File: config.mk
export PLATFORM = sky130hd
export DESIGN_NAME = magnetometer_offset_tracker
export DESIGN_NICKNAME = d
export VERILOG_FILES = /design/src/sv/mot_pkg.sv /design/src/sv/mot_lane.sv /design/src/sv/mot_merge.sv /design/src/sv/mot_skid.sv /design/src/sv/magnetometer_offset_tracker.sv
export SDC_FILE = /design/constraint.sdc
export NUM_CORES = 1
export LEC_CHECK = 0
export BUFFER_PORTS_ARGS = -buffer_cell sky130_fd_sc_hd__clkbuf_2
export CAP_MARGIN = 20
export CELL_PAD_IN_SITES_DETAIL_PLACEMENT = 1
export CELL_PAD_IN_SITES_GLOBAL_PLACEMENT = 1
export CORE_ASPECT_RATIO = 1.4
export CORE_MARGIN = 4
export CORE_UTILIZATION = 40
export DETAILED_ROUTE_END_ITERATION = 10
export GPL_TIMING_DRIVEN = 0
export PLACE_DENSITY = 0.84
export SYNTH_ARGS = -nofsm -noshare
export SYNTH_HDL_FRONTEND = slang
export SYNTH_SLANG_ARGS = --single-unit
File: constraint.sdc
create_clock -name aclk -period 4.8 [get_ports aclk]
set_input_delay 0.96 -clock aclk [delete_from_list [all_inputs] [get_ports aclk]]
set_output_delay 0.96 -clock aclk [all_outputs]
set_load 0.1 [all_outputs]
File: src/sv/mot_pkg.sv
package mot_pkg;

    localparam int unsigned NUM_AXES    = 3;
    localparam int unsigned BYTE_W      = 8;
    localparam int unsigned ADDR_W      = 5;
    localparam int unsigned APB_DATA_W  = 32;
    localparam int unsigned S_TDATA_W   = 32;
    localparam int unsigned M_TDATA_W   = 64;

    localparam logic [BYTE_W-1:0] BYTE_MAX      = 8'hff;
    localparam logic [BYTE_W-1:0] BYTE_MIN      = 8'h00;
    localparam logic [BYTE_W-1:0] DAC_MID       = 8'h80;
    localparam logic [BYTE_W-1:0] DAC_FOLD      = 8'h7f;
    localparam logic [BYTE_W-1:0] FIELD_CENTER  = 8'h80;
    localparam logic [BYTE_W-1:0] OFFSET_RESET  = 8'h80;
    localparam logic [BYTE_W-1:0] MIN_THR_RESET = 8'h00;
    localparam logic [BYTE_W-1:0] MAX_THR_RESET = 8'hff;

    typedef enum logic [1:0] {
        ROT_0   = 2'd0,
        ROT_90  = 2'd1,
        ROT_180 = 2'd2,
        ROT_270 = 2'd3
    } rot_t;

    typedef enum logic [2:0] {
        REG_MIN_THRESHOLD    = 3'd0,
        REG_MAX_THRESHOLD    = 3'd1,
        REG_SWAP_XY          = 3'd2,
        REG_FLIP_Z           = 3'd3,
        REG_MOUNT_ROTATION   = 3'd4,
        REG_INITIAL_OFFSET_X = 3'd5,
        REG_INITIAL_OFFSET_Y = 3'd6,
        REG_INITIAL_OFFSET_Z = 3'd7
    } reg_idx_t;

    typedef struct packed {
        logic swap_xy;
        logic flip_z;
        rot_t rotation;
    } orient_cfg_t;

    typedef struct packed {
        logic [BYTE_W-1:0] dac_code_z;
        logic [BYTE_W-1:0] dac_code_y;
        logic [BYTE_W-1:0] dac_code_x;
        logic              recalibrated;
        logic [BYTE_W-1:0] field_z;
        logic [BYTE_W-1:0] field_y;
        logic [BYTE_W-1:0] field_x;
        logic [BYTE_W-1:0] temperature;
    } result_t;

    localparam int unsigned RESULT_W = $bits(result_t);

endpackage

File: src/sv/mot_lane.sv
module mot_lane (
    input  logic                           aclk,
    input  logic                           aresetn,
    input  logic [mot_pkg::BYTE_W-1:0]     raw,
    input  logic [mot_pkg::BYTE_W-1:0]     min_threshold,
    input  logic [mot_pkg::BYTE_W-1:0]     max_threshold,
    input  logic                           advance,
    input  logic                           load,
    input  logic [mot_pkg::BYTE_W-1:0]     load_value,
    output logic                           hit,
    output logic [mot_pkg::BYTE_W-1:0]     dac_code
);

    logic [mot_pkg::BYTE_W-1:0] offset_reg;
    logic [mot_pkg::BYTE_W-1:0] offset_next;
    logic [mot_pkg::BYTE_W-1:0] offset_upd;
    logic                       raise;
    logic                       lower;

    assign raise = raw < min_threshold;
    assign lower = raw > max_threshold;
    assign hit   = raise | lower;

    always_comb begin
        offset_upd = offset_reg;
        if (raise && !lower && offset_reg != mot_pkg::BYTE_MAX) begin
            offset_upd = offset_reg + 8'd1;
        end else if (lower && !raise && offset_reg != mot_pkg::BYTE_MIN) begin
            offset_upd = offset_reg - 8'd1;
        end
    end

    assign dac_code = (offset_upd < mot_pkg::DAC_MID) ? (mot_pkg::DAC_FOLD - offset_upd)
                                                       : offset_upd;

    always_comb begin
        offset_next = offset_reg;
        if (load) begin
            offset_next = load_value;
        end else if (advance) begin
            offset_next = offset_upd;
        end
    end

    always_ff @(posedge aclk) begin
        if (!aresetn) begin
            offset_reg <= mot_pkg::OFFSET_RESET;
        end else begin
            offset_reg <= offset_next;
        end
    end

endmodule

File: src/sv/mot_merge.sv
module mot_merge (
    input  logic [mot_pkg::BYTE_W-1:0]                        temp_raw,
    input  logic [mot_pkg::NUM_AXES-1:0][mot_pkg::BYTE_W-1:0] raw,
    input  logic [mot_pkg::NUM_AXES-1:0]                      hit,
    input  logic [mot_pkg::NUM_AXES-1:0][mot_pkg::BYTE_W-1:0] dac_code,
    input  mot_pkg::orient_cfg_t                              cfg,
    output mot_pkg::result_t                                  result
);

    logic [mot_pkg::BYTE_W-1:0] sx;
    logic [mot_pkg::BYTE_W-1:0] sy;
    logic [mot_pkg::BYTE_W-1:0] fz;
    logic [mot_pkg::BYTE_W-1:0] rx;
    logic [mot_pkg::BYTE_W-1:0] ry;

    always_comb begin
        sx = cfg.swap_xy ? raw[1] : raw[0];
        sy = cfg.swap_xy ? raw[0] : raw[1];
        fz = cfg.flip_z ? (mot_pkg::BYTE_MAX - raw[2]) : raw[2];
        case (cfg.rotation)
            mot_pkg::ROT_90: begin
                rx = sy;
                ry = mot_pkg::BYTE_MAX - sx;
            end
            mot_pkg::ROT_180: begin
                rx = mot_pkg::BYTE_MAX - sx;
                ry = mot_pkg::BYTE_MAX - sy;
            end
            mot_pkg::ROT_270: begin
                rx = mot_pkg::BYTE_MAX - sy;
                ry = sx;
            end
            default: begin
                rx = sx;
                ry = sy;
            end
        endcase
    end

    always_comb begin
        result.temperature  = temp_raw;
        result.field_x      = rx ^ mot_pkg::FIELD_CENTER;
        result.field_y      = ry ^ mot_pkg::FIELD_CENTER;
        result.field_z      = fz ^ mot_pkg::FIELD_CENTER;
        result.recalibrated = |hit;
        result.dac_code_x   = dac_code[0];
        result.dac_code_y   = dac_code[1];
        result.dac_code_z   = dac_code[2];
    end

endmodule

File: src/sv/mot_skid.sv
module mot_skid (
    input  logic                      aclk,
    input  logic                      aresetn,
    input  logic                      in_valid,
    output logic                      in_ready,
    input  mot_pkg::result_t          in_data,
    output logic                      out_valid,
    input  logic                      out_ready,
    output mot_pkg::result_t          out_data
);

    logic             out_valid_reg;
    logic             out_valid_next;
    logic             skid_valid_reg;
    logic             skid_valid_next;
    mot_pkg::result_t out_data_reg;
    mot_pkg::result_t out_data_next;
    mot_pkg::result_t skid_data_reg;
    mot_pkg::result_t skid_data_next;
    logic             in_fire;
    logic             out_fire;

    assign in_ready  = !skid_valid_reg;
    assign in_fire   = in_valid && in_ready;
    assign out_fire  = out_valid_reg && out_ready;
    assign out_valid = out_valid_reg;
    assign out_data  = out_data_reg;

    always_comb begin
        out_valid_next  = out_valid_reg;
        skid_valid_next = skid_valid_reg;
        out_data_next   = out_data_reg;
        skid_data_next  = skid_data_reg;
        if (in_fire) begin
            if (!out_valid_reg || out_fire) begin
                out_data_next  = in_data;
                out_valid_next = 1'b1;
            end else begin
                skid_data_next  = in_data;
                skid_valid_next = 1'b1;
            end
        end else if (out_fire) begin
            if (skid_valid_reg) begin
                out_data_next   = skid_data_reg;
                skid_valid_next = 1'b0;
            end else begin
                out_valid_next = 1'b0;
            end
        end
    end

    always_ff @(posedge aclk) begin
        if (!aresetn) begin
            out_valid_reg  <= 1'b0;
            skid_valid_reg <= 1'b0;
        end else begin
            out_valid_reg  <= out_valid_next;
            skid_valid_reg <= skid_valid_next;
        end
    end

    always_ff @(posedge aclk) begin
        out_data_reg  <= out_data_next;
        skid_data_reg <= skid_data_next;
    end

endmodule

File: src/sv/magnetometer_offset_tracker.sv
// Magnetometer offset tracker.
// Input stream (s_*): one transaction carries a temperature byte and one raw
// three-axis field sample. Output stream (m_*): one transaction per input
// with the passed-through temperature, the oriented and centered field
// values, the recalibrated flag and the three offset DAC codes.
// Three identical lanes track the x, y and z offsets side by side; a merge
// stage applies swap/flip/rotation and ORs the lane threshold hits.
// Output or skid register holds each result. Throughput: one transaction
// per cycle unless stalled, set by the single compare-and-step per lane.
// A two-entry output buffer (output register plus skid register) keeps
// s_tready high while one result waits; s_tready drops only once both
// entries hold a result, and rises again the cycle after m_tready returns.
// Configuration goes through the APB port; writing an initial offset
// register also loads that lane's offset. Program it only while idle.
// Reset (aresetn low, synchronous): thresholds 0/255, no swap, no flip,
// no rotation, initial offsets and tracked offsets 128, output empty.
module magnetometer_offset_tracker (
    input  logic                              aclk,
    input  logic                              aresetn,
    input  logic                              s_tvalid,
    output logic                              s_tready,
    // temp_raw[7:0], mag_x_raw[15:8], mag_y_raw[23:16], mag_z_raw[31:24]
    input  logic [mot_pkg::S_TDATA_W-1:0]     s_tdata,
    output logic                              m_tvalid,
    input  logic                              m_tready,
    // temperature[7:0], field_x[15:8], field_y[23:16], field_z[31:24],
    // recalibrated[32], dac_code_x[40:33], dac_code_y[48:41],
    // dac_code_z[56:49], zero[63:57]
    output logic [mot_pkg::M_TDATA_W-1:0]     m_tdata,
    input  logic                              psel,
    input  logic                              penable,
    input  logic                              pwrite,
    input  logic [mot_pkg::ADDR_W-1:0]        paddr,
    input  logic [mot_pkg::APB_DATA_W-1:0]    pwdata,
    output logic [mot_pkg::APB_DATA_W-1:0]    prdata,
    output logic                              pready
);

    logic [mot_pkg::BYTE_W-1:0] min_threshold_reg;
    logic [mot_pkg::BYTE_W-1:0] min_threshold_next;
    logic [mot_pkg::BYTE_W-1:0] max_threshold_reg;
    logic [mot_pkg::BYTE_W-1:0] max_threshold_next;
    mot_pkg::orient_cfg_t       orient_reg;
    mot_pkg::orient_cfg_t       orient_next;
    logic [mot_pkg::NUM_AXES-1:0][mot_pkg::BYTE_W-1:0] init_offset_reg;
    logic [mot_pkg::NUM_AXES-1:0][mot_pkg::BYTE_W-1:0] init_offset_next;

    logic                       cfg_write;
    mot_pkg::reg_idx_t          cfg_idx;
    logic [mot_pkg::NUM_AXES-1:0] lane_load;

    logic                       in_fire;
    logic [mot_pkg::BYTE_W-1:0] temp_raw;
    logic [mot_pkg::NUM_AXES-1:0][mot_pkg::BYTE_W-1:0] raw;
    logic [mot_pkg::NUM_AXES-1:0]                      hit;
    logic [mot_pkg::NUM_AXES-1:0][mot_pkg::BYTE_W-1:0] dac_code;
    mot_pkg::result_t           result;
    mot_pkg::result_t           out_result;

    assign pready    = 1'b1;
    assign cfg_write = psel && penable && pwrite && pready;
    assign cfg_idx   = mot_pkg::reg_idx_t'(paddr[mot_pkg::ADDR_W-1:2]);

    assign lane_load[0] = cfg_write && (cfg_idx == mot_pkg::REG_INITIAL_OFFSET_X);
    assign lane_load[1] = cfg_write && (cfg_idx == mot_pkg::REG_INITIAL_OFFSET_Y);
    assign lane_load[2] = cfg_write && (cfg_idx == mot_pkg::REG_INITIAL_OFFSET_Z);

    always_comb begin
        min_threshold_next = min_threshold_reg;
        max_threshold_next = max_threshold_reg;
        orient_next        = orient_reg;
        init_offset_next   = init_offset_reg;
        if (cfg_write) begin
            case (cfg_idx)
                mot_pkg::REG_MIN_THRESHOLD:    min_threshold_next = pwdata[7:0];
                mot_pkg::REG_MAX_THRESHOLD:    max_threshold_next = pwdata[7:0];
                mot_pkg::REG_SWAP_XY:          orient_next.swap_xy = pwdata[0];
                mot_pkg::REG_FLIP_Z:           orient_next.flip_z = pwdata[0];
                mot_pkg::REG_MOUNT_ROTATION:   orient_next.rotation = mot_pkg::rot_t'(pwdata[1:0]);
                mot_pkg::REG_INITIAL_OFFSET_X: init_offset_next[0] = pwdata[7:0];
                mot_pkg::REG_INITIAL_OFFSET_Y: init_offset_next[1] = pwdata[7:0];
                mot_pkg::REG_INITIAL_OFFSET_Z: init_offset_next[2] = pwdata[7:0];
                default: ;
            endcase
        end
    end

    always_ff @(posedge aclk) begin
        if (!aresetn) begin
            min_threshold_reg <= mot_pkg::MIN_THR_RESET;
            max_threshold_reg <= mot_pkg::MAX_THR_RESET;
            orient_reg        <= '{swap_xy: 1'b0, flip_z: 1'b0, rotation: mot_pkg::ROT_0};
            init_offset_reg   <= {mot_pkg::NUM_AXES{mot_pkg::OFFSET_RESET}};
        end else begin
            min_threshold_reg <= min_threshold_next;
            max_threshold_reg <= max_threshold_next;
            orient_reg        <= orient_next;
            init_offset_reg   <= init_offset_next;
        end
    end

    always_comb begin
        prdata = '0;
        case (cfg_idx)
            mot_pkg::REG_MIN_THRESHOLD:    prdata[7:0] = min_threshold_reg;
            mot_pkg::REG_MAX_THRESHOLD:    prdata[7:0] = max_threshold_reg;
            mot_pkg::REG_SWAP_XY:          prdata[0]   = orient_reg.swap_xy;
            mot_pkg::REG_FLIP_Z:           prdata[0]   = orient_reg.flip_z;
            mot_pkg::REG_MOUNT_ROTATION:   prdata[1:0] = orient_reg.rotation;
            mot_pkg::REG_INITIAL_OFFSET_X: prdata[7:0] = init_offset_reg[0];
            mot_pkg::REG_INITIAL_OFFSET_Y: prdata[7:0] = init_offset_reg[1];
            mot_pkg::REG_INITIAL_OFFSET_Z: prdata[7:0] = init_offset_reg[2];
            default:                       prdata      = '0;
        endcase
    end

    assign in_fire  = s_tvalid && s_tready;
    assign temp_raw = s_tdata[7:0];
    assign raw[0]   = s_tdata[15:8];
    assign raw[1]   = s_tdata[23:16];
    assign raw[2]   = s_tdata[31:24];

    for (genvar i = 0; i < mot_pkg::NUM_AXES; i++) begin : g_lane
        mot_lane u_lane (
            .aclk          (aclk),
            .aresetn       (aresetn),
            .raw           (raw[i]),
            .min_threshold (min_threshold_reg),
            .max_threshold (max_threshold_reg),
            .advance       (in_fire),
            .load          (lane_load[i]),
            .load_value    (pwdata[7:0]),
            .hit           (hit[i]),
            .dac_code      (dac_code[i])
        );
    end

    mot_merge u_merge (
        .temp_raw (temp_raw),
        .raw      (raw),
        .hit      (hit),
        .dac_code (dac_code),
        .cfg      (orient_reg),
        .result   (result)
    );

    mot_skid u_skid (
        .aclk      (aclk),
        .aresetn   (aresetn),
        .in_valid  (s_tvalid),
        .in_ready  (s_tready),
        .in_data   (result),
        .out_valid (m_tvalid),
        .out_ready (m_tready),
        .out_data  (out_result)
    );

    assign m_tdata = {{(mot_pkg::M_TDATA_W - mot_pkg::RESULT_W){1'b0}}, out_result};

endmodule

==> results.sh, run 1 <==
export IMPL_status="completed"
export IMPL_cts_max_path_buffers=2
export IMPL_gr_total_overflow=0
export IMPL_slowest_delay_ps=950
export IMPL_cts_buffers=17
export IMPL_die_area_sq_um=28400
export IMPL_postCtsSetupRepairBufs=0
export IMPL_finalSetupViolCount=0
export IMPL_p_sw_frac=0.348
export IMPL_drtIter0Drc=439
export IMPL_p_sw_uw=1470
export IMPL_min_path_type="reg2reg"
export IMPL_drt_pass1_iter_count=4
export IMPL_setup_ws_ps=417
export IMPL_grt_util_met2=0.381
export IMPL_clk_latency_ps=450
export IMPL_total_leakage_power_uw=0.00508
export IMPL_cellPowerDensity_nw_per_um2=350
export IMPL_htreeDepth=4
export IMPL_p_comb_frac=0.235
export IMPL_critical_path_max_fanout=7
export IMPL_rsz0062_at_grt="false"
export IMPL_ant_nets=0
export IMPL_maxSlewViolCount=0
export IMPL_reg2reg_depth=11
export IMPL_holdPathStages=2
export IMPL_yosys_area_share_simple=0.156
export IMPL_wl_um=30400
export IMPL_cap_viol_max_count=0
export IMPL_worstPathArrival_ps=4590
export IMPL_crit_slowest_cell="nor4bb_1"
export IMPL_min_from="init_offset_reg[5]$_SDFFE_PN0P_"
export IMPL_via_per_inst=5.35
export IMPL_synthXorXnorAreaFrac=0.0743
export IMPL_antenna_found_initial=0
export IMPL_start_kind="input port"
export IMPL_reg2reg_from="max_threshold_reg[5]$_SDFFE_PN1P_"
export IMPL_tightest_slew_ps=1130
export IMPL_synth_top_family_by_area="simple AND/OR/NAND/NOR gates"
export IMPL_clk_pin_slew_ps=70
export IMPL_synth_fa_ha_area_frac=0.0655
export IMPL_crit_chain="clkbuf_2, ha_1, a211oi_1, nor2_1, nor4bb_1, o21ai_0, nor2_1, o21ai_0, xor2_1, xnor2_1, mux2_2"
export IMPL_coreArea_sq_um=25400
export IMPL_tns_ps=0
export IMPL_cts_resized=0
export IMPL_clkPwrFrac=0.339
export IMPL_start_util=0.406
export IMPL_synth_cell_area_sq_um=10300
export IMPL_num_nets_final=1351
export IMPL_top_usage_layer="met2"
export IMPL_wl_per_cell_um=19.5
export IMPL_grt_pass1_wl_um=47200
export IMPL_synth_cell_type_count=63
export IMPL_grt_max_degree=41
export IMPL_diodes=0
export IMPL_clockRootBuffer="clkbuf_16"
export IMPL_syn_to_final_growth_pct=17.1
export IMPL_ys_seq_area_frac=0.468
export IMPL_worstSetupEndpointType="flip-flop"
export IMPL_synth_edf_count=114
export IMPL_crit_buf_inv=1
export IMPL_power_internal_uw=2760
export IMPL_crit_required_ps=5010
export IMPL_hold_viol_final=0
export IMPL_holdWs_ps=459
export IMPL_dpl_hpwl_um=22700
export IMPL_post_place_ws_ps=33.9
export IMPL_clock_sinks=184
export IMPL_vias=8309
export IMPL_critPathLaunch="s_tdata[13]"
export IMPL_grt_total_usage=0.216
export IMPL_reg2reg_slack_ps=600
export IMPL_min_period_ps=4380
export IMPL_peakVddDrop_uv=263
export IMPL_synth_main_ff_cell="edfxtp_1"
export IMPL_relSlewSlack=0.238
export IMPL_drive_above_1_share=0.186
export IMPL_met3_usage=0.0377
export IMPL_grt_pass1_vias=8681
export IMPL_port_buffers=113
export IMPL_synth_compound_area_frac=0.118
export IMPL_gp_congestion=0.937
export IMPL_hold_end="init_offset_reg[5]$_SDFFE_PN0P_"
export IMPL_fmax_mhz=228
export IMPL_nFillCells=2952
export IMPL_crit_family="simple AND/OR/NAND/NOR gates"
export IMPL_cts_tree="yes"
export IMPL_io_pins=175
export IMPL_synth_area_mux_share=0.0615
export IMPL_num_rows=69
export IMPL_synthArstFlopShare=0
export IMPL_fin_skew_ps=10.7
export IMPL_post_synth_cell_area_avg_sq_um=9.77
export IMPL_synthesis_instances=1055
export IMPL_critical_path_class="in2reg"
export IMPL_cts_hold_buffers_added=0
export IMPL_synth_seq_cells=184
export IMPL_grt_met1_usage=0.257
export IMPL_synth_warnings=0
export IMPL_dieWidth_um=144
export IMPL_power_frac_seq=0.426
export IMPL_worst_r2r_endpoint="u_skid.out_data[38]$_DFFE_PP_"
export IMPL_remaining_drc_errors=0
export IMPL_min_period_over_period=0.913
export IMPL_chipHeight_um=198
## cells in the final DEF, fill, tap and decap left out, types with 9 or more instances in the layout
master / n
mux2i_1: 33
nor2b_1: 15
nand2_1: 209
and3_1: 13
xnor2_1: 48
xor2_1: 30
dfxtp_1: 70
mux2_2: 27
conb_1: 32
clkbuf_2: 113
ha_1: 54
nor2_1: 59
inv_1: 29
a211oi_1: 18
clkbuf_16: 17
a21oi_1: 84
nor3_1: 14
nand3_1: 10
a22oi_1: 9
o21ai_0: 50
edfxtp_1: 114
buf_4: 33
clkbuf_1: 46
## metrics by stage
stage,power [uW],util,cell area (sq um),std cells
after floorplan,2610,-,10400,1085
after global placement,2800,0.449,11400,1517
after detailed placement,2830,0.452,11500,1520
after CTS,4260,0.475,12100,1552
after global routing,4380,0.476,12100,1553
final,4230,0.476,12100,1553
## routing by layer
layer  up-vias  wire (um)
met2       218      15700
li1       3971          -
met4         0       1010
met1      4054      12500
met3        66       1210
met5         -          0
## power by group through the flow
stage / Clock [uW] / Combinational, uW / Sequential [uW]
CTS: 1460 / 997 / 1800
global placement: 0 / 959 / 1840
detailed placement: 0 / 991 / 1840
floorplan: 0 / 453 / 2160
global route: 1530 / 1050 / 1810
finish: 1440 / 994 / 1800
## worst max-delay path by stage
| stage | to | slack, ps | depth (start not counted) |
|---|---|---|---|
| 6_report | u_skid.out_data[38]$_DFFE_PP_ | 420 | 11 |
| 5_1_grt | u_skid.out_data[38]$_DFFE_PP_ | 330 | 11 |
| 4_1_cts | u_skid.out_data[38]$_DFFE_PP_ | 480 | 11 |
| 3_5_place_dp | u_skid.out_data[38]$_DFFE_PP_ | 30 | 11 |
| 3_3_place_gp | u_skid.out_data[22]$_DFFE_PP_ | 5 | 6 |
| 2_1_floorplan | prdata[1] | 140 | 4 |
## cells in the mapped netlist (3+ instances only)
library cell | instances | area share
a211oi_1 | 18 | 0.013
a21oi_1 | 85 | 0.041
xor2_1 | 30 | 0.025
buf_4 | 32 | 0.023
inv_1 | 29 | 0.011
clkbuf_1 | 46 | 0.017
a22oi_1 | 9 | 0.0066
nor4_1 | 3 | 0.0018
or3_1 | 3 | 0.0018
nand4_1 | 6 | 0.0036
mux2i_1 | 33 | 0.032
mux2_2 | 27 | 0.029
and3_1 | 14 | 0.0085
and2_1 | 6 | 0.0036
a311oi_1 | 3 | 0.0025
o21ai_0 | 50 | 0.024
nor3_1 | 14 | 0.0068
edfxtp_1 | 114 | 0.33
or2_2 | 4 | 0.0024
nor2b_1 | 15 | 0.0091
ha_1 | 54 | 0.066
nor2_1 | 59 | 0.021
nand3_1 | 10 | 0.0049
and4_1 | 4 | 0.0034
a21o_1 | 4 | 0.0029
nand2_1 | 209 | 0.076
xnor2_1 | 48 | 0.041
a221oi_1 | 6 | 0.0051
buf_1 | 3 | 0.0011
dfxtp_1 | 70 | 0.14
## logic make-up after synthesis
group / after synthesis
xor gates and xnor gates: 81
muxes: 60
adders and majority gates: 54
buffers and inverters: 115
DFF: 184
and+or+nand+nor: 362
other: 2
AOI/OAI and AO/OA: 197
## worst min-delay path: cells and delay by family (launching register included)
kind               cells  cell delay (ps)
AOI/OAI and AO/OA      1               50
and+or+nand+nor        1               50
DFF                    1              310
## cell type report
type                       count  area (sq um)  area share
multi-input combinational    786          5040       0.417
inverter                      31           116     0.00964
clock buffer                  17           425      0.0352
timing repair buffer         117           648      0.0537
clock inverter                15           169      0.0140
buffer                        84           457      0.0378
tap                          319           399      0.0331
sequential                   184          4820       0.400
Power figures use the tool's default switching activity.
==> run 2, diff against run 1 <==
--- a/config.mk
+++ b/config.mk
@@ -11,10 +11,12 @@
 export CELL_PAD_IN_SITES_GLOBAL_PLACEMENT = 1
 export CORE_ASPECT_RATIO = 1.4
 export CORE_MARGIN = 4
-export CORE_UTILIZATION = 40
+export CORE_UTILIZATION = 41
 export DETAILED_ROUTE_END_ITERATION = 10
 export GPL_TIMING_DRIVEN = 0
 export PLACE_DENSITY = 0.84
+export RECOVER_POWER = 25
 export SYNTH_ARGS = -nofsm -noshare
 export SYNTH_HDL_FRONTEND = slang
+export SYNTH_HIERARCHICAL = 1
 export SYNTH_SLANG_ARGS = --single-unit
==> run 2 against run 1 <==
- setup slack improved by 850 ps
- design area rose by 9.4%
- via count rose by 9.7%
- sequential cell count did not move
- critical endpoint is now prdata[0]
- largest cell class unchanged
==> results.sh, run 2 <==
export IMPL_clk_latency_ps=460
export IMPL_grt_pass1_wl_um=50200
export IMPL_critical_path_max_fanout=7
export IMPL_synth_top_family_by_area="simple AND/OR/NAND/NOR gates"
export IMPL_maxSlewViolCount=0
export IMPL_clock_sinks=184
export IMPL_grt_max_degree=40
export IMPL_synth_most_common_cell="edfxtp_1"
export IMPL_slowest_delay_ps=620
export IMPL_crit_family="buffers and inverters"
export IMPL_via_per_inst=5.42
export IMPL_final_cells=1682
export IMPL_min_period_over_period=0.736
export IMPL_reg2reg_from="max_threshold_reg[7]$_SDFFE_PN1P_"
export IMPL_final_common_cell="edfxtp_1"
export IMPL_synth_edf_count=114
export IMPL_wl_per_cell_um=18.6
export IMPL_worstPathArrival_ps=2580
export IMPL_io_pins=175
export IMPL_p_comb_frac=0.247
export IMPL_hold_viol_final=0
export IMPL_crit_chain="clkbuf_2, nor3b_1, a221oi_1, o21ai_0, clkbuf_2"
export IMPL_num_nets_final=1429
export IMPL_synth_main_ff_cell="edfxtp_1"
export IMPL_ys_seq_area_frac=0.419
export IMPL_clockRootBuffer="clkbuf_16"
export IMPL_synth_common_cells="edfxtp_1 (114), inv_1 (93), o21ai_0 (75), dfxtp_1 (70), buf_4 (68)"
export IMPL_finalSetupViolCount=0
export IMPL_grt_total_usage=0.207
export IMPL_power_internal_uw=2750
export IMPL_nFillCells=3167
export IMPL_synth_seq_cells=184
export IMPL_cts_tree="yes"
export IMPL_synthXorXnorAreaFrac=0.0514
export IMPL_total_leakage_power_uw=0.00545
export IMPL_cts_resized=0
export IMPL_min_from="init_offset_reg[12]$_SDFFE_PN0P_"
export IMPL_gp_congestion=0.872
export IMPL_cts_buffers=17
export IMPL_drive_above_1_share=0.243
export IMPL_worst_r2r_endpoint="u_skid/out_data[39]$_DFFE_PP_"
export IMPL_post_synth_cell_area_avg_sq_um=10.1
export IMPL_peakVddDrop_uv=229
export IMPL_relSlewSlack=0.370
export IMPL_min_path_type="reg2reg"
export IMPL_power_frac_seq=0.431
export IMPL_cellPowerDensity_nw_per_um2=317
export IMPL_drt_pass1_iter_count=5
export IMPL_coreArea_sq_um=27700
export IMPL_fmax_mhz=283
export IMPL_dieWidth_um=150
export IMPL_worstSetupEndpointType="output pin"
export IMPL_tightest_slew_ps=946
export IMPL_final_cell_mix="edfxtp_1 (114), clkbuf_2 (104), inv_1 (94)"
export IMPL_synth_top_cell_area_share=0.297
export IMPL_ant_nets=0
export IMPL_yosys_area_share_simple=0.153
export IMPL_syn_to_final_growth_pct=14.6
export IMPL_clk_pin_slew_ps=70
export IMPL_gr_total_overflow=0
export IMPL_status="completed"
export IMPL_reg2reg_slack_ps=1510
export IMPL_antenna_found_initial=0
export IMPL_yosysTopAreaCell="edfxtp_1"
export IMPL_synth_compound_area_frac=0.124
export IMPL_drtIter0Drc=485
export IMPL_remaining_drc_errors=0
export IMPL_diodes=0
export IMPL_crit_buf_inv=2
export IMPL_synth_warnings=6
export IMPL_p_sw_frac=0.343
export IMPL_synth_cell_type_count=77
export IMPL_cts_max_path_buffers=2
export IMPL_synth_fa_ha_area_frac=0.0587
export IMPL_grt_pass1_vias=9759
export IMPL_rsz0062_at_grt="false"
export IMPL_clkPwrFrac=0.322
export IMPL_port_buffers=107
export IMPL_htreeDepth=4
export IMPL_hold_end="init_offset_reg[12]$_SDFFE_PN0P_"
export IMPL_crit_slowest_cell="nor3b_1"
export IMPL_reg2reg_depth=12
export IMPL_cts_hold_buffers_added=0
export IMPL_synthArstFlopShare=0
export IMPL_crit_required_ps=3840
export IMPL_holdPathStages=2
export IMPL_vias=9114
export IMPL_place_inst=1650
export IMPL_yosys_top_cells_area="edfxtp_1 (30%), dfxtp_1 (12%), ha_1 (5.9%), mux2_2 (5.3%), buf_4 (4.4%)"
export IMPL_min_period_ps=3540
export IMPL_p_sw_uw=1440
export IMPL_synthesis_instances=1139
export IMPL_synth_cell_area_sq_um=11500
export IMPL_chipHeight_um=206
export IMPL_path_common_cell="clkbuf_2"
export IMPL_wl_um=31300
export IMPL_synth_area_mux_share=0.0929
export IMPL_fin_skew_ps=12.6
export IMPL_postCtsSetupRepairBufs=0
export IMPL_cap_viol_max_count=0
export IMPL_start_util=0.416
export IMPL_holdWs_ps=477
export IMPL_die_area_sq_um=30900
export IMPL_critical_path_class="in2out"
export IMPL_num_rows=72
export IMPL_dpl_hpwl_um=24900
export IMPL_start_kind="input port"
[run 2: cell types whose count changed after synthesis, sizes merged, moves of 38 or more]
cell / change
nand3: +54
a21oi: -57
mux2: +38
buf: +57
nand2: -142
inv: +64
o21ai: +39
[run 2: worst max-delay path by stage]
stage,from,end,slack (ps),cells after the start
finish,paddr[4],prdata[0],1260,5
global route,paddr[4],prdata[0],1120,5
CTS,paddr[4],prdata[0],1210,5
detailed placement,s_tdata[23],u_skid/out_data[46]$_DFFE_PP_,890,12
global placement,s_tvalid,u_skid/skid_data_reg[17]$_DFFE_PP_,-620,6
floorplan,paddr[3],prdata[0],240,6
[run 2: worst reg2reg max path: stages, from the launching register on]
cell and delay, ps:
dfxtp_1 450, inv_1 80, ha_1 320, nand4_1 180, or2_2 350, nand2_1 130, and2_4 160, buf_6 110
mux2_4 350, xnor2_4 350, xnor2_1 160, buf_4 160, mux2_2 250
[run 2: area by class of cell]
class | count | area (sq um) | share of cell area
Multi-Input combinational cell | 776 | 5650 | 0.428
Sequential cell | 184 | 4820 | 0.365
Buffer | 116 | 762 | 0.0577
Timing Repair Buffer | 111 | 597 | 0.0452
Clock buffer | 22 | 495 | 0.0375
Tap cell | 370 | 463 | 0.0351
Inverter | 93 | 349 | 0.0264
Clock inverter | 10 | 67.6 | 0.00512
[run 2: cells by family (layout without fill, tap and decap cells)]
group                    after synthesis  after routing
AND/OR/NAND/NOR                      316            316
AO/OA/AOI/OAI                        222            222
buffers and inverters                209            352
flip-flops                           184            184
multiplexers                          93             93
XOR/XNOR                              59             59
adder cells (fa/ha/maj)               54             54
other                                  2             32
[run 2: routing by layer]
| layer | wire length (um) | vias up | global-route usage |
|---|---|---|---|
| met3 | 931 | 71 | 0.0309 |
| li1 | - | 4363 | - |
| met1 | 12400 | 4487 | 0.226 |
| met4 | 1190 | 0 | 0.103 |
| met5 | 0 | - | 0 |
| met2 | 16800 | 193 | 0.385 |
[run 2: power by group through the flow]
stage	clock (uW)	sequential (uW)	combinational (uW)
finish	1350	1800	1030
global route	1460	1810	1090
CTS	1390	1800	1040
detailed placement	0	1840	1040
global placement	0	1840	1010
floorplan	0	2180	489
[run 2: through the flow]
stage / TNS (ps) / cell area, sq um / setup slack [ps] / total power (uW) / utilization
floorplan: 0 / 11600 / 241 / 2670 / -
global placement: -34800 / 12600 / -625 / 2850 / 0.457
detailed placement: 0 / 12700 / 890 / 2880 / 0.459
CTS: 0 / 13300 / 1210 / 4230 / 0.480
global route: 0 / 13200 / 1120 / 4360 / 0.477
finish: 0 / 13200 / 1260 / 4190 / 0.477
==> run 3, diff against run 2 <==
==> constraint.sdc (replaced) <==
create_clock -name aclk -period 3 [get_ports aclk]
set_input_delay 0.6 -clock aclk [delete_from_list [all_inputs] [get_ports aclk]]
set_output_delay 0.6 -clock aclk [all_outputs]
set_load 0.1 [all_outputs]
==> run 3 against run 2 <==
- the run now ends with setup timing left
- via count is 3.9% higher
- setup slack worse by 1300 ps
- sequential share of layout area is 1.3 points lower
- first-iteration DRC count is 13% lower
- sequential cell count stayed put
- critical endpoint is now u_skid/out_data[36]$_DFFE_PP_
- global-route usage is 1.0 points higher
- clock skew is 4.2 ps lower
- largest cell class unchanged
- combinational power is 65% higher
- clock-buffer cell count is 4 lower
- die area stayed put
==> results.sh, run 3 (synthesized netlist as in run 2, its figures left out) <==
export IMPL_total_leakage_power_uw=0.00555
export IMPL_power_internal_uw=4460
export IMPL_hold_end="u_skid/skid_data_reg[6]$_DFFE_PP_"
export IMPL_final_cell_mix="edfxtp_1 (114), clkbuf_2 (105), inv_1 (82)"
export IMPL_reg2reg_slack_ps=-70
export IMPL_clkPwrFrac=0.331
export IMPL_reg2reg_from="max_threshold_reg[5]$_SDFFE_PN1P_"
export IMPL_peakVddDrop_uv=427
export IMPL_relSlewSlack=0.326
export IMPL_status="finished with violations"
export IMPL_p_sw_frac=0.350
export IMPL_fin_skew_ps=8.39
export IMPL_vias=9471
export IMPL_grt_total_usage=0.217
export IMPL_drt_pass1_iter_count=5
export IMPL_power_frac_seq=0.421
export IMPL_ant_nets=0
export IMPL_finalSetupViolCount=11
export IMPL_cts_max_path_buffers=2
export IMPL_critical_path_max_fanout=4
export IMPL_io_pins=175
export IMPL_grt_max_degree=40
export IMPL_gr_total_overflow=0
export IMPL_grt_pass1_vias=9860
export IMPL_p_sw_uw=2400
export IMPL_fmax_mhz=326
export IMPL_gp_congestion=0.914
export IMPL_drtIter0Drc=420
export IMPL_cts_hold_buffers_added=0
export IMPL_diodes=0
export IMPL_cellPowerDensity_nw_per_um2=497
export IMPL_holdPathStages=1
export IMPL_tightest_slew_ps=1010
export IMPL_p_comb_frac=0.249
export IMPL_syn_to_final_growth_pct=19.7
export IMPL_clockRootBuffer="clkbuf_16"
export IMPL_via_per_inst=5.60
export IMPL_start_kind="flip-flop"
export IMPL_violations="setup timing"
export IMPL_start_util=0.416
export IMPL_worstPathArrival_ps=3280
export IMPL_critical_path_class="reg2reg"
export IMPL_drive_above_1_share=0.313
export IMPL_clk_latency_ps=460
export IMPL_rsz0062_at_grt="true"
export IMPL_crit_required_ps=3210
export IMPL_final_common_cell="edfxtp_1"
export IMPL_min_period_over_period=1.02
export IMPL_die_area_sq_um=30900
export IMPL_coreArea_sq_um=27700
export IMPL_clock_sinks=184
export IMPL_cap_viol_max_count=0
export IMPL_utilization=0.499
export IMPL_worstSetupEndpointType="flip-flop"
export IMPL_num_rows=72
export IMPL_setup_ws_ps=-72.1
export IMPL_cts_buffers=17
export IMPL_min_period_ps=3070
export IMPL_grt_pass1_wl_um=52200
export IMPL_wl_per_cell_um=20.4
export IMPL_num_nets_final=1438
export IMPL_antenna_found_initial=0
export IMPL_clk_pin_slew_ps=70
export IMPL_maxSlewViolCount=0
export IMPL_dpl_hpwl_um=25300
export IMPL_wl_um=34500
export IMPL_worst_r2r_endpoint="u_skid/out_data[36]$_DFFE_PP_"
export IMPL_min_path_type="in2reg"
export IMPL_min_from="s_tdata[6]"
export IMPL_reg2reg_depth=12
export IMPL_cts_tree="yes"
export IMPL_chipHeight_um=206
export IMPL_hold_viol_final=0
export IMPL_holdWs_ps=346
export IMPL_port_buffers=107
export IMPL_remaining_drc_errors=0
export IMPL_dieWidth_um=150
export IMPL_htreeDepth=4
==> run 3: power groups by stage <==
stage	sequential [uW]	clock [uW]	combinational, uW
final	2880	2270	1700
after global routing	2890	2410	1790
after CTS	2880	2310	1690
after detailed placement	2940	0	1680
after global placement	2940	0	1620
after floorplan	3490	0	788
==> run 3: worst max-delay path, stage by stage (launching register included) <==
cell and delay, ps:
dfxtp_4 380, inv_1 80, ha_4 280, nand4_1 210, nor2_1 240, a211o_1 160
buf_4 130, buf_4 110, nand3_1 110, o2bb2a_1 390, xnor2_1 330, xnor2_2 110
mux2_2 280
==> run 3: metal layers <==
layer  GRT usage  up-vias  wire [um]
li1            -     4390          -
met5           0        -          0
met3      0.0393      105       1470
met2       0.407      287      18600
met4       0.112        0       1740
met1       0.228     4689      12800
==> run 3: layout make-up <==
| cell class | instances | area, sq um |
|---|---|---|
| fillers | 3135 | 13900 |
| multi-input cells | 776 | 6110 |
| flip-flops and latches | 184 | 4860 |
| repair buffers | 139 | 816 |
| plain buffers | 97 | 618 |
| well taps | 370 | 463 |
| clock buffers | 18 | 429 |
| inverters | 93 | 349 |
| clock inverters | 14 | 149 |
==> run 3: worst max path at each step <==
stage	startpoint	endpoint	slack, ps	cells past startpoint
global placement	s_tvalid	u_skid/skid_data_reg[19]$_DFFE_PP_	-880	6
CTS	max_threshold_reg[1]$_SDFFE_PN1P_	u_skid/out_data[50]$_DFFE_PP_	-5	12
finish	max_threshold_reg[5]$_SDFFE_PN1P_	u_skid/out_data[36]$_DFFE_PP_	-70	12
floorplan	paddr[3]	prdata[0]	-100	6
global route	max_threshold_reg[5]$_SDFFE_PN1P_	u_skid/out_data[33]$_DFFE_PP_	-130	10
detailed placement	s_tdata[17]	u_skid/out_data[42]$_DFFE_PP_	-520	11
==> run 3: repair_timing <==
| action | 4_1_cts | 5_1_grt |
|---|---|---|
| gates resized for setup | 41 | 55 |
| setup endpoints to repair | 21 | 23 |
| pin swaps | 26 | 31 |
| hold endpoints to repair | 0 | 0 |
| buffers inserted | 14 | 14 |
==> run 3: metrics by stage <==
step	setup slack, ps	instances	TNS (ps)	power, uW	instance area (sq um)
floorplan	-103	1169	-192	4280	11700
global placement	-880	1646	-74120	4560	12700
detailed placement	-522	1650	-14220	4620	12800
CTS	-5.07	1687	-9.69	6880	13600
global route	-125	1691	-1230	7090	13800
finish	-72.1	1691	-345	6850	13800
